<file path="config.mk">
export PLATFORM = sky130hd
export DESIGN_NAME = asra_ctrl
export DESIGN_NICKNAME = d
export VERILOG_FILES = /design/src/sv/asra_pkg.sv /design/src/sv/asra_ctrl.sv
export SDC_FILE = /design/constraint.sdc
export NUM_CORES = 1
export LEC_CHECK = 0
export BUFFER_PORTS_ARGS = -buffer_cell sky130_fd_sc_hd__buf_2
export CAP_MARGIN = 0
export CELL_PAD_IN_SITES_DETAIL_PLACEMENT = 0
export CELL_PAD_IN_SITES_GLOBAL_PLACEMENT = 1
export CORE_AREA = 4 4 50 52
export DETAILED_ROUTE_END_ITERATION = 16
export DIE_AREA = 0 0 54 56
export GPL_TIMING_DRIVEN = 1
export PLACE_DENSITY = 0.82
export SLEW_MARGIN = 20
export SYNTH_ARGS = -nofsm -noshare
export SYNTH_HDL_FRONTEND = slang
export SYNTH_SLANG_ARGS = --single-unit
</file>
<file path="constraint.sdc">
create_clock -name clock -period 1.7 [get_ports clock]
set_input_delay 0.34 -clock clock [delete_from_list [all_inputs] [get_ports clock]]
set_output_delay 0.34 -clock clock [all_outputs]
set_load 0.1 [all_outputs]
</file>
<file path="src/sv/asra_pkg.sv">
// Package for the adaptive sampling-range adjuster: widths, constants, codes,
// controller states and the command and status bundles.
// No dependencies; used by asra_ctrl, asra_datapath and the top level.
`default_nettype none

package asra_pkg;

   // Largest sampling range; the range lives in 1..BASE.
   localparam int BASE         = 16384;
   localparam int RANGE_W      = 15;

   localparam int EXPECTED_W   = 20;
   localparam int EXPECTED_RST = 1000;
   localparam int COUNT_W      = 32;
   localparam int IV_W         = 32;
   localparam int TIME_W       = 48;

   localparam int USEC_PER_SEC = 1000000;
   localparam int USEC_W       = 20;

   // Datapath widths.
   localparam int PROD_W       = EXPECTED_W + RANGE_W;   // expected * scale
   localparam int ACC_W        = PROD_W + TIME_W;         // full numerator
   localparam int D_W          = USEC_W + COUNT_W;        // divisor
   localparam int Q_W          = PROD_W;                  // kept quotient bits
   localparam int CHUNK_BITS   = 16;
   localparam int MUL_CHUNKS   = TIME_W / CHUNK_BITS;
   localparam int CHUNK_W      = 2;
   localparam int STEP_W       = 6;
   localparam int BLEND_W      = Q_W + USEC_W + 1;

   // Any quotient at or above this value clamps to BASE, blended or not.
   localparam logic [Q_W-1:0] Q_CAP =
      Q_W'((64'(BASE) + 64'd1) * 64'(USEC_PER_SEC));

   localparam logic OP_SUBMIT = 1'b0;
   localparam logic OP_ROUND  = 1'b1;

   typedef enum logic [2:0] {
      ST_IDLE,
      ST_EVAL,
      ST_MUL,
      ST_DIV_START,
      ST_DIV_STEP,
      ST_BLEND_MUL,
      ST_COMMIT
   } asra_state_type;

   typedef struct packed {
      logic               load;
      logic               prep;
      logic               mul_step;
      logic [CHUNK_W-1:0] mul_chunk;
      logic               div_start;
      logic               div_step;
      logic               blend_pass;
      logic               blend_mul;
      logic               commit;
   } asra_cmd_type;

   typedef struct packed {
      logic needs_compute;
      logic blend;
   } asra_status_type;

endpackage

`default_nettype wire

</file>
<file path="src/sv/asra_ctrl.sv">
// Controller for the sampling-range adjuster: sequences load, multiply,
// divide, blend and commit, and owns both handshakes. Depends on asra_pkg.
`default_nettype none

module asra_ctrl (
   input  wire logic                   clock,
   input  wire logic                   reset,
   input  wire logic                   req_valid,
   output logic                        req_stall,
   output logic                        rsp_valid,
   input  wire logic                   rsp_stall,
   input  wire asra_pkg::asra_status_type status,
   output asra_pkg::asra_cmd_type      cmd
);

   asra_pkg::asra_state_type             state_ff, state_in;
   logic [asra_pkg::STEP_W-1:0]          step_ff, step_in;
   logic                                 pass_ff, pass_in;
   logic                                 rsp_valid_ff, rsp_valid_in;
   logic                                 out_free;

   always_ff @(posedge clock) begin
      if (reset) begin
         state_ff     <= asra_pkg::ST_IDLE;
         step_ff      <= '0;
         pass_ff      <= 1'b0;
         rsp_valid_ff <= 1'b0;
      end else begin
         state_ff     <= state_in;
         step_ff      <= step_in;
         pass_ff      <= pass_in;
         rsp_valid_ff <= rsp_valid_in;
      end
   end

   assign out_free  = !rsp_valid_ff || !rsp_stall;
   assign req_stall = (state_ff != asra_pkg::ST_IDLE);
   assign rsp_valid = rsp_valid_ff;

   always_comb begin
      state_in       = state_ff;
      step_in        = step_ff;
      pass_in        = pass_ff;
      rsp_valid_in   = rsp_valid_ff && rsp_stall;
      cmd            = '0;
      cmd.blend_pass = pass_ff;
      cmd.mul_chunk  = step_ff[asra_pkg::CHUNK_W-1:0];
      unique case (state_ff)
         asra_pkg::ST_IDLE: begin
            if (req_valid) begin
               cmd.load = 1'b1;
               state_in = asra_pkg::ST_EVAL;
            end
         end
         asra_pkg::ST_EVAL: begin
            step_in = '0;
            pass_in = 1'b0;
            if (status.needs_compute) begin
               cmd.prep = 1'b1;
               state_in = asra_pkg::ST_MUL;
            end else begin
               state_in = asra_pkg::ST_COMMIT;
            end
         end
         asra_pkg::ST_MUL: begin
            cmd.mul_step = 1'b1;
            if (step_ff == asra_pkg::STEP_W'(asra_pkg::MUL_CHUNKS - 1)) begin
               step_in  = '0;
               state_in = asra_pkg::ST_DIV_START;
            end else begin
               step_in = step_ff + 1'b1;
            end
         end
         asra_pkg::ST_DIV_START: begin
            cmd.div_start = 1'b1;
            step_in       = '0;
            state_in      = asra_pkg::ST_DIV_STEP;
         end
         asra_pkg::ST_DIV_STEP: begin
            cmd.div_step = 1'b1;
            if (step_ff == asra_pkg::STEP_W'(asra_pkg::Q_W - 1)) begin
               step_in = '0;
               if (!pass_ff && status.blend) begin
                  state_in = asra_pkg::ST_BLEND_MUL;
               end else begin
                  state_in = asra_pkg::ST_COMMIT;
               end
            end else begin
               step_in = step_ff + 1'b1;
            end
         end
         asra_pkg::ST_BLEND_MUL: begin
            cmd.blend_mul = 1'b1;
            pass_in       = 1'b1;
            state_in      = asra_pkg::ST_DIV_START;
         end
         asra_pkg::ST_COMMIT: begin
            if (out_free) begin
               cmd.commit   = 1'b1;
               rsp_valid_in = 1'b1;
               pass_in      = 1'b0;
               state_in     = asra_pkg::ST_IDLE;
            end
         end
         default: begin
            state_in = asra_pkg::ST_IDLE;
         end
      endcase
   end

   // The step counter never runs past the last divide step.
   assert property (@(posedge clock) disable iff (reset)
      step_ff <= asra_pkg::STEP_W'(asra_pkg::Q_W - 1))
      else $error("step counter out of range");

   // A commit is only issued when the output register can take it.
   assert property (@(posedge clock) disable iff (reset)
      cmd.commit |-> out_free)
      else $error("commit while output register is occupied");

   // The blend pass is only active in the divide phase or at commit.
   assert property (@(posedge clock) disable iff (reset)
      pass_ff |-> (state_ff == asra_pkg::ST_DIV_START || state_ff == asra_pkg::ST_DIV_STEP
                   || state_ff == asra_pkg::ST_COMMIT))
      else $error("blend pass flag set outside divide or commit");

endmodule

`default_nettype wire

</file>
Word level (Yosys, flattened, before mapping)
Index checks and enable logic that the tools add are counted.
Word-level totals
  output and inout port bits: 12
  bits in registers: 11
  input bits: 6
  word-level logic and storage cells: 54
Cells by class
  eq/ne operators: 12
  muxes and demuxes: 24
  reduce and logical (&&, ||, !) cells: 13
  add/subtract/negate cells: 1
Operators by type and width (number)
  3-bit case mux with 7 select lines: 1
  6-bit case mux with 3 select lines: 1
  3-bit 2-to-1 mux: 5
  1-bit 2-to-1 mux: 13
  6-bit 2-to-1 mux: 2
  3-bit == test (second input constant): 3
  3-bit nonzero test: 3
  2-bit inequality test (second input constant): 4
  6-bit by 1-bit adder with 6-bit output (second input constant): 1
  3-bit by 2-bit == test with 1-bit output (second input constant): 2
  6-bit by 2-bit == test with 1-bit output (second input constant): 1
  6-bit == test (second input constant): 1
  4-bit AND reduction: 1
  3-bit by 1-bit == test with 1-bit output (second input constant): 1
  1-bit zero test: 3
  3-bit zero test: 1
  1-bit case mux with 3 select lines: 1
  1-bit logical AND: 2
  2-bit 2-to-1 mux: 1
  2-bit AND reduction: 1
  2-bit OR reduction: 1
  1-bit logical OR: 1

Logic depth before layout (Yosys ltp)
  depth in word-level cells: 5
  mapped depth: 6
  depth with buffers taken out: 6

Worst setup path after synthesis
Ideal clock, no wire load.
  path type: register to output
  from: register state_ff[0]
  to: output cmd[8] (netlist bit)
  stages on the path, launching flop included: 4
  data arrival time: 3.022 ns
  slack: -1.662 ns
  path buffers: 1
  required time: 1.360 ns
  cells stage by stage: dfxtp_1 -> clkbuf_1 -> nor2b_1 -> nor3b_1
RTL lines
  from (decl): line asra_ctrl.sv:16  | asra_pkg::asra_state_type state_ff, state_in;
  from (signal assigned): line asra_ctrl.sv:24  | state_ff <= asra_pkg::ST_IDLE;
  from (signal assigned): line asra_ctrl.sv:29  | state_ff <= state_in;
  to (decl): line asra_ctrl.sv:13  | output asra_pkg::asra_cmd_type cmd

Worst setup path after layout
  from: register state_ff[1]
  to: output req_stall
Between the ends
  longest elaborated chain between the ends: 1
Ends and longest elaborated chain
  3-bit nonzero test: line asra_ctrl.sv:37  | assign req_stall = (state_ff != asra_pkg::ST_IDLE);
  to (decl): line asra_ctrl.sv:9  | output logic req_stall,
Every way passes these cells.

==> flow_summary_export.csv <==
group,metric,value,unit
status,status,"complete, no violations",
synth,synth_nets,96,
floorplan,die_h,56,um
clocking,path_clk_slew,0.07,ns
cells_and_area,nets,119,
synth,synth_top_family_by_area,"simple AND/OR/NAND/NOR gates",
timing,slew_headroom,67.9,%
worst_setup_path,critical_path_class,"reg2out",
power_and_ir_drop,finalPower,1060,uW
floorplan,rows,17,
synth,synth-seq-cells,11,
timing,tightest_slew,0.485,ns
global_routing,grtUsageTotal,12.4,%
routing,drt_iter0_markers,13,
worst_setup_path,cpPeakStageDelay,0.41,ns
clocking,postCtsHoldBufs,0,
global_routing,grt_max_degree,14,
timing,fin_worst_skew,0.00401,ns
routing,vias_per_cell,4.86,
power_and_ir_drop,vdd_drop_max,0.529,mV
routing,wirelength,1.67,mm
synth,synthTopCellsByCount,"nor2_1 (12), dfxtp_1 (11), inv_1 (6)",
power_and_ir_drop,p_per_area,1000,mW/mm2
worst_setup_path,worst-endpoint-required,1.36,ns
cells_and_area,register_area,230,um2
cells_and_area,fin_area,0.00106,mm2
placement,place_area,975,um2
placement,io_buffers,17,
cells_and_area,n_antenna_cell,0,
floorplan,core_area,0.00211,mm2
synth,muxShareOfSynthArea,0,%
placement,place_hpwl,1.27,mm
global_routing,antenna_found_initial,0,
worst_setup_path,cp_slowest_cell,"or3_4",
cells_and_area,drive_above_1_share,43.6,%
worst_setup_path,path_cells,"or3_4 > buf_4 > buf_12",
timing,setup_viol,0,
floorplan,dieArea,0.00302,mm2
synth,synth_adder_area_share,3.53,%
synth,synth-seq-area-share,31.0,%
timing,max_freq,590,MHz
clocking,cts_tree,"yes",
timing,rsz0062_at_grt,"yes",
timing,min_period,1.69,ns
worst_setup_path,crit_fanout,5,
timing,fin_crit_sh,99.7,%
cells_and_area,fillCellCount,212,
synth,synth_cells,88,
cells_and_area,fin_util,50.3,%
synth,synthesis.area,709,um2
synth,synthXorXnorAreaFrac,6.17,%
timing,finalHoldViolations,0,
synth,synth-simple-area-share,32.3,%
clocking,numClockSinks,11,
cells_and_area,area_growth_syn_to_layout,49.4,%
routing,drc_errors,0,
global_routing,globalRoute.totalOverflow,0,
worst_setup_path,cp.arrival,1.35,ns
power_and_ir_drop,leakage,0.000425,uW
global_routing,grt_pass1_wl,2.87,mm
synth,synth-edff-count,0,
synth,synth.distinct_cells,33,
routing,num_vias,670,
placement,gp_congestion,0.722,
clocking,worst_skew_pair.late_latency,0.27,ns
synth,syn-mean-instance-area,8.06,um2
timing,final.setup.tns,0,ns
routing,drt_pass1_iterations,4,
cells_and_area,multi_input_comb_area,454,um2
flow_run,drv_cap,0,
synth,synthTopCellsByArea,"dfxtp_1 (31%), nor2_1 (6.3%), buf_4 (4.2%)",
worst_setup_path,worstSetupStartpointType,"flop",
clocking,root_buffer,"clkbuf_4",
synth,yosysMostFrequentCell,"nor2_1",
synth,ys.flop_type,"dfxtp_1",
worst_setup_path,critPathCaptureType,"primary output",
worst_setup_path,path_delay_family,"simple AND/OR/NAND/NOR gates",
routing,postRouteAntennaNets,0,
synth,yosys.area.top_type,"dfxtp_1",
floorplan,die-width,54,um
timing,slew_viol_final,0,
floorplan,initial_utilization,33.7,%
global_routing,grt_pass1_vias,663,
worst_hold_path,hp-class,"in2reg",
floorplan,io_pins,18,
clocking,htreeDepth,1,
worst_setup_path,path_buf_inv,2,
clocking,cts.path.max_buffers,2,
synth,async_reset_ff_share,0,%
routing,wire_per_inst,12.1,um
synth,synth-compound-area-share,13.8,%
synth,synth_warnings,0,
synth,yosys.area.top_type_share,31.0,%
clocking,cts_made_buffers,3,
==> timing repair <==
action	in CTS	in global routing
pin swaps	1	2
setup endpoints to repair	5	2
gates resized for setup	6	1
setup buffers	0	5
==> flip-flops by register name, summed over array words and instances (netlist names) <==
| register | flops |
|---|---|
| step_ff | 6 |
| state_ff | 3 |
| pass_ff | 1 |
| rsp_valid | 1 |
==> final timing paths <==
path	from	endpoint	slack, ns	cells past startpoint
max	state_ff[1]	req_stall	0.006	3
min	reset	state_ff[2]	0.34	2
max reg2reg	step_ff[0]	step_ff[5]	0.21	6
min reg2reg	rsp_valid	rsp_valid	0.55	2
==> area by class of cell <==
type / count / area share [%]
tap: 28 / 3.31
inverter: 6 / 2.13
timing repair buffer: 28 / 27.5
clock buffer: 4 / 2.48
sequential: 11 / 21.7
multi-input combinational: 61 / 42.9
==> cells by family (layout without fill, tap and decap cells) <==
family / Yosys count / in the layout
AO/OA/AOI/OAI: 14 / 14
adder cells (fa/ha/maj): 2 / 2
flip-flops: 11 / 11
XOR/XNOR: 5 / 5
AND/OR/NAND/NOR: 40 / 40
buffers and inverters: 16 / 38
==> stage by stage <==
step / hold WS [ns] / std cells / setup slack, ns
final: 0.343 / 138 / 0.00568
after global routing: 0.360 / 138 / -0.0335
after CTS: 0.335 / 133 / -0.00891
after detailed placement: 0.535 / 129 / 0.159
after global placement: 0.535 / 129 / 0.185
after floorplan: 0.517 / 88 / -0.112
==> worst register-to-register path, delay by kind of cell (launching register included) <==
kind | cells | cell delay [ns]
flip-flops | 1 | 0.31
adder cells (fa/ha/maj) | 1 | 0.16
AND/OR/NAND/NOR | 3 | 0.54
AO/OA/AOI/OAI | 1 | 0.31
buffers and inverters | 1 | 0.05
==> where the power goes <==
part / switching, uW / internal, uW
clock: 88.5 / 90.8
sequential: 19.6 / 281
combinational: 376 / 206
total: 484 / 578
==> placed cells by master, fill, tap and decap left out, types with 2 or more instances in the layout <==
| master | instances |
|---|---|
| a21oi_1 | 4 |
| a41oi_1 | 2 |
| buf_12 | 8 |
| buf_2 | 9 |
| buf_4 | 10 |
| clkbuf_4 | 3 |
| dfxtp_1 | 7 |
| dfxtp_2 | 2 |
| dfxtp_4 | 2 |
| ha_1 | 2 |
| inv_1 | 6 |
| nand2_1 | 5 |
| nand3_1 | 4 |
| nand3b_1 | 2 |
| nand4_1 | 2 |
| nor2_1 | 9 |
| nor2_4 | 2 |
| nor3_1 | 2 |
| o21ai_0 | 3 |
| xnor2_1 | 2 |
| xor2_1 | 3 |
==> per-layer routing <==
metal | part of all wire [%] | GRT usage (%) | vias to the layer above | routed length (um)
li1 | - | - | 341 | -
met1 | 42 | 14.2 | 311 | 696
met2 | 52 | 21.1 | 16 | 860
met3 | 6.1 | 5.09 | 2 | 102
met4 | 0.54 | 2.14 | 0 | 9
met5 | 0 | 0 | - | 0
(Power assumes the default switching activity.)
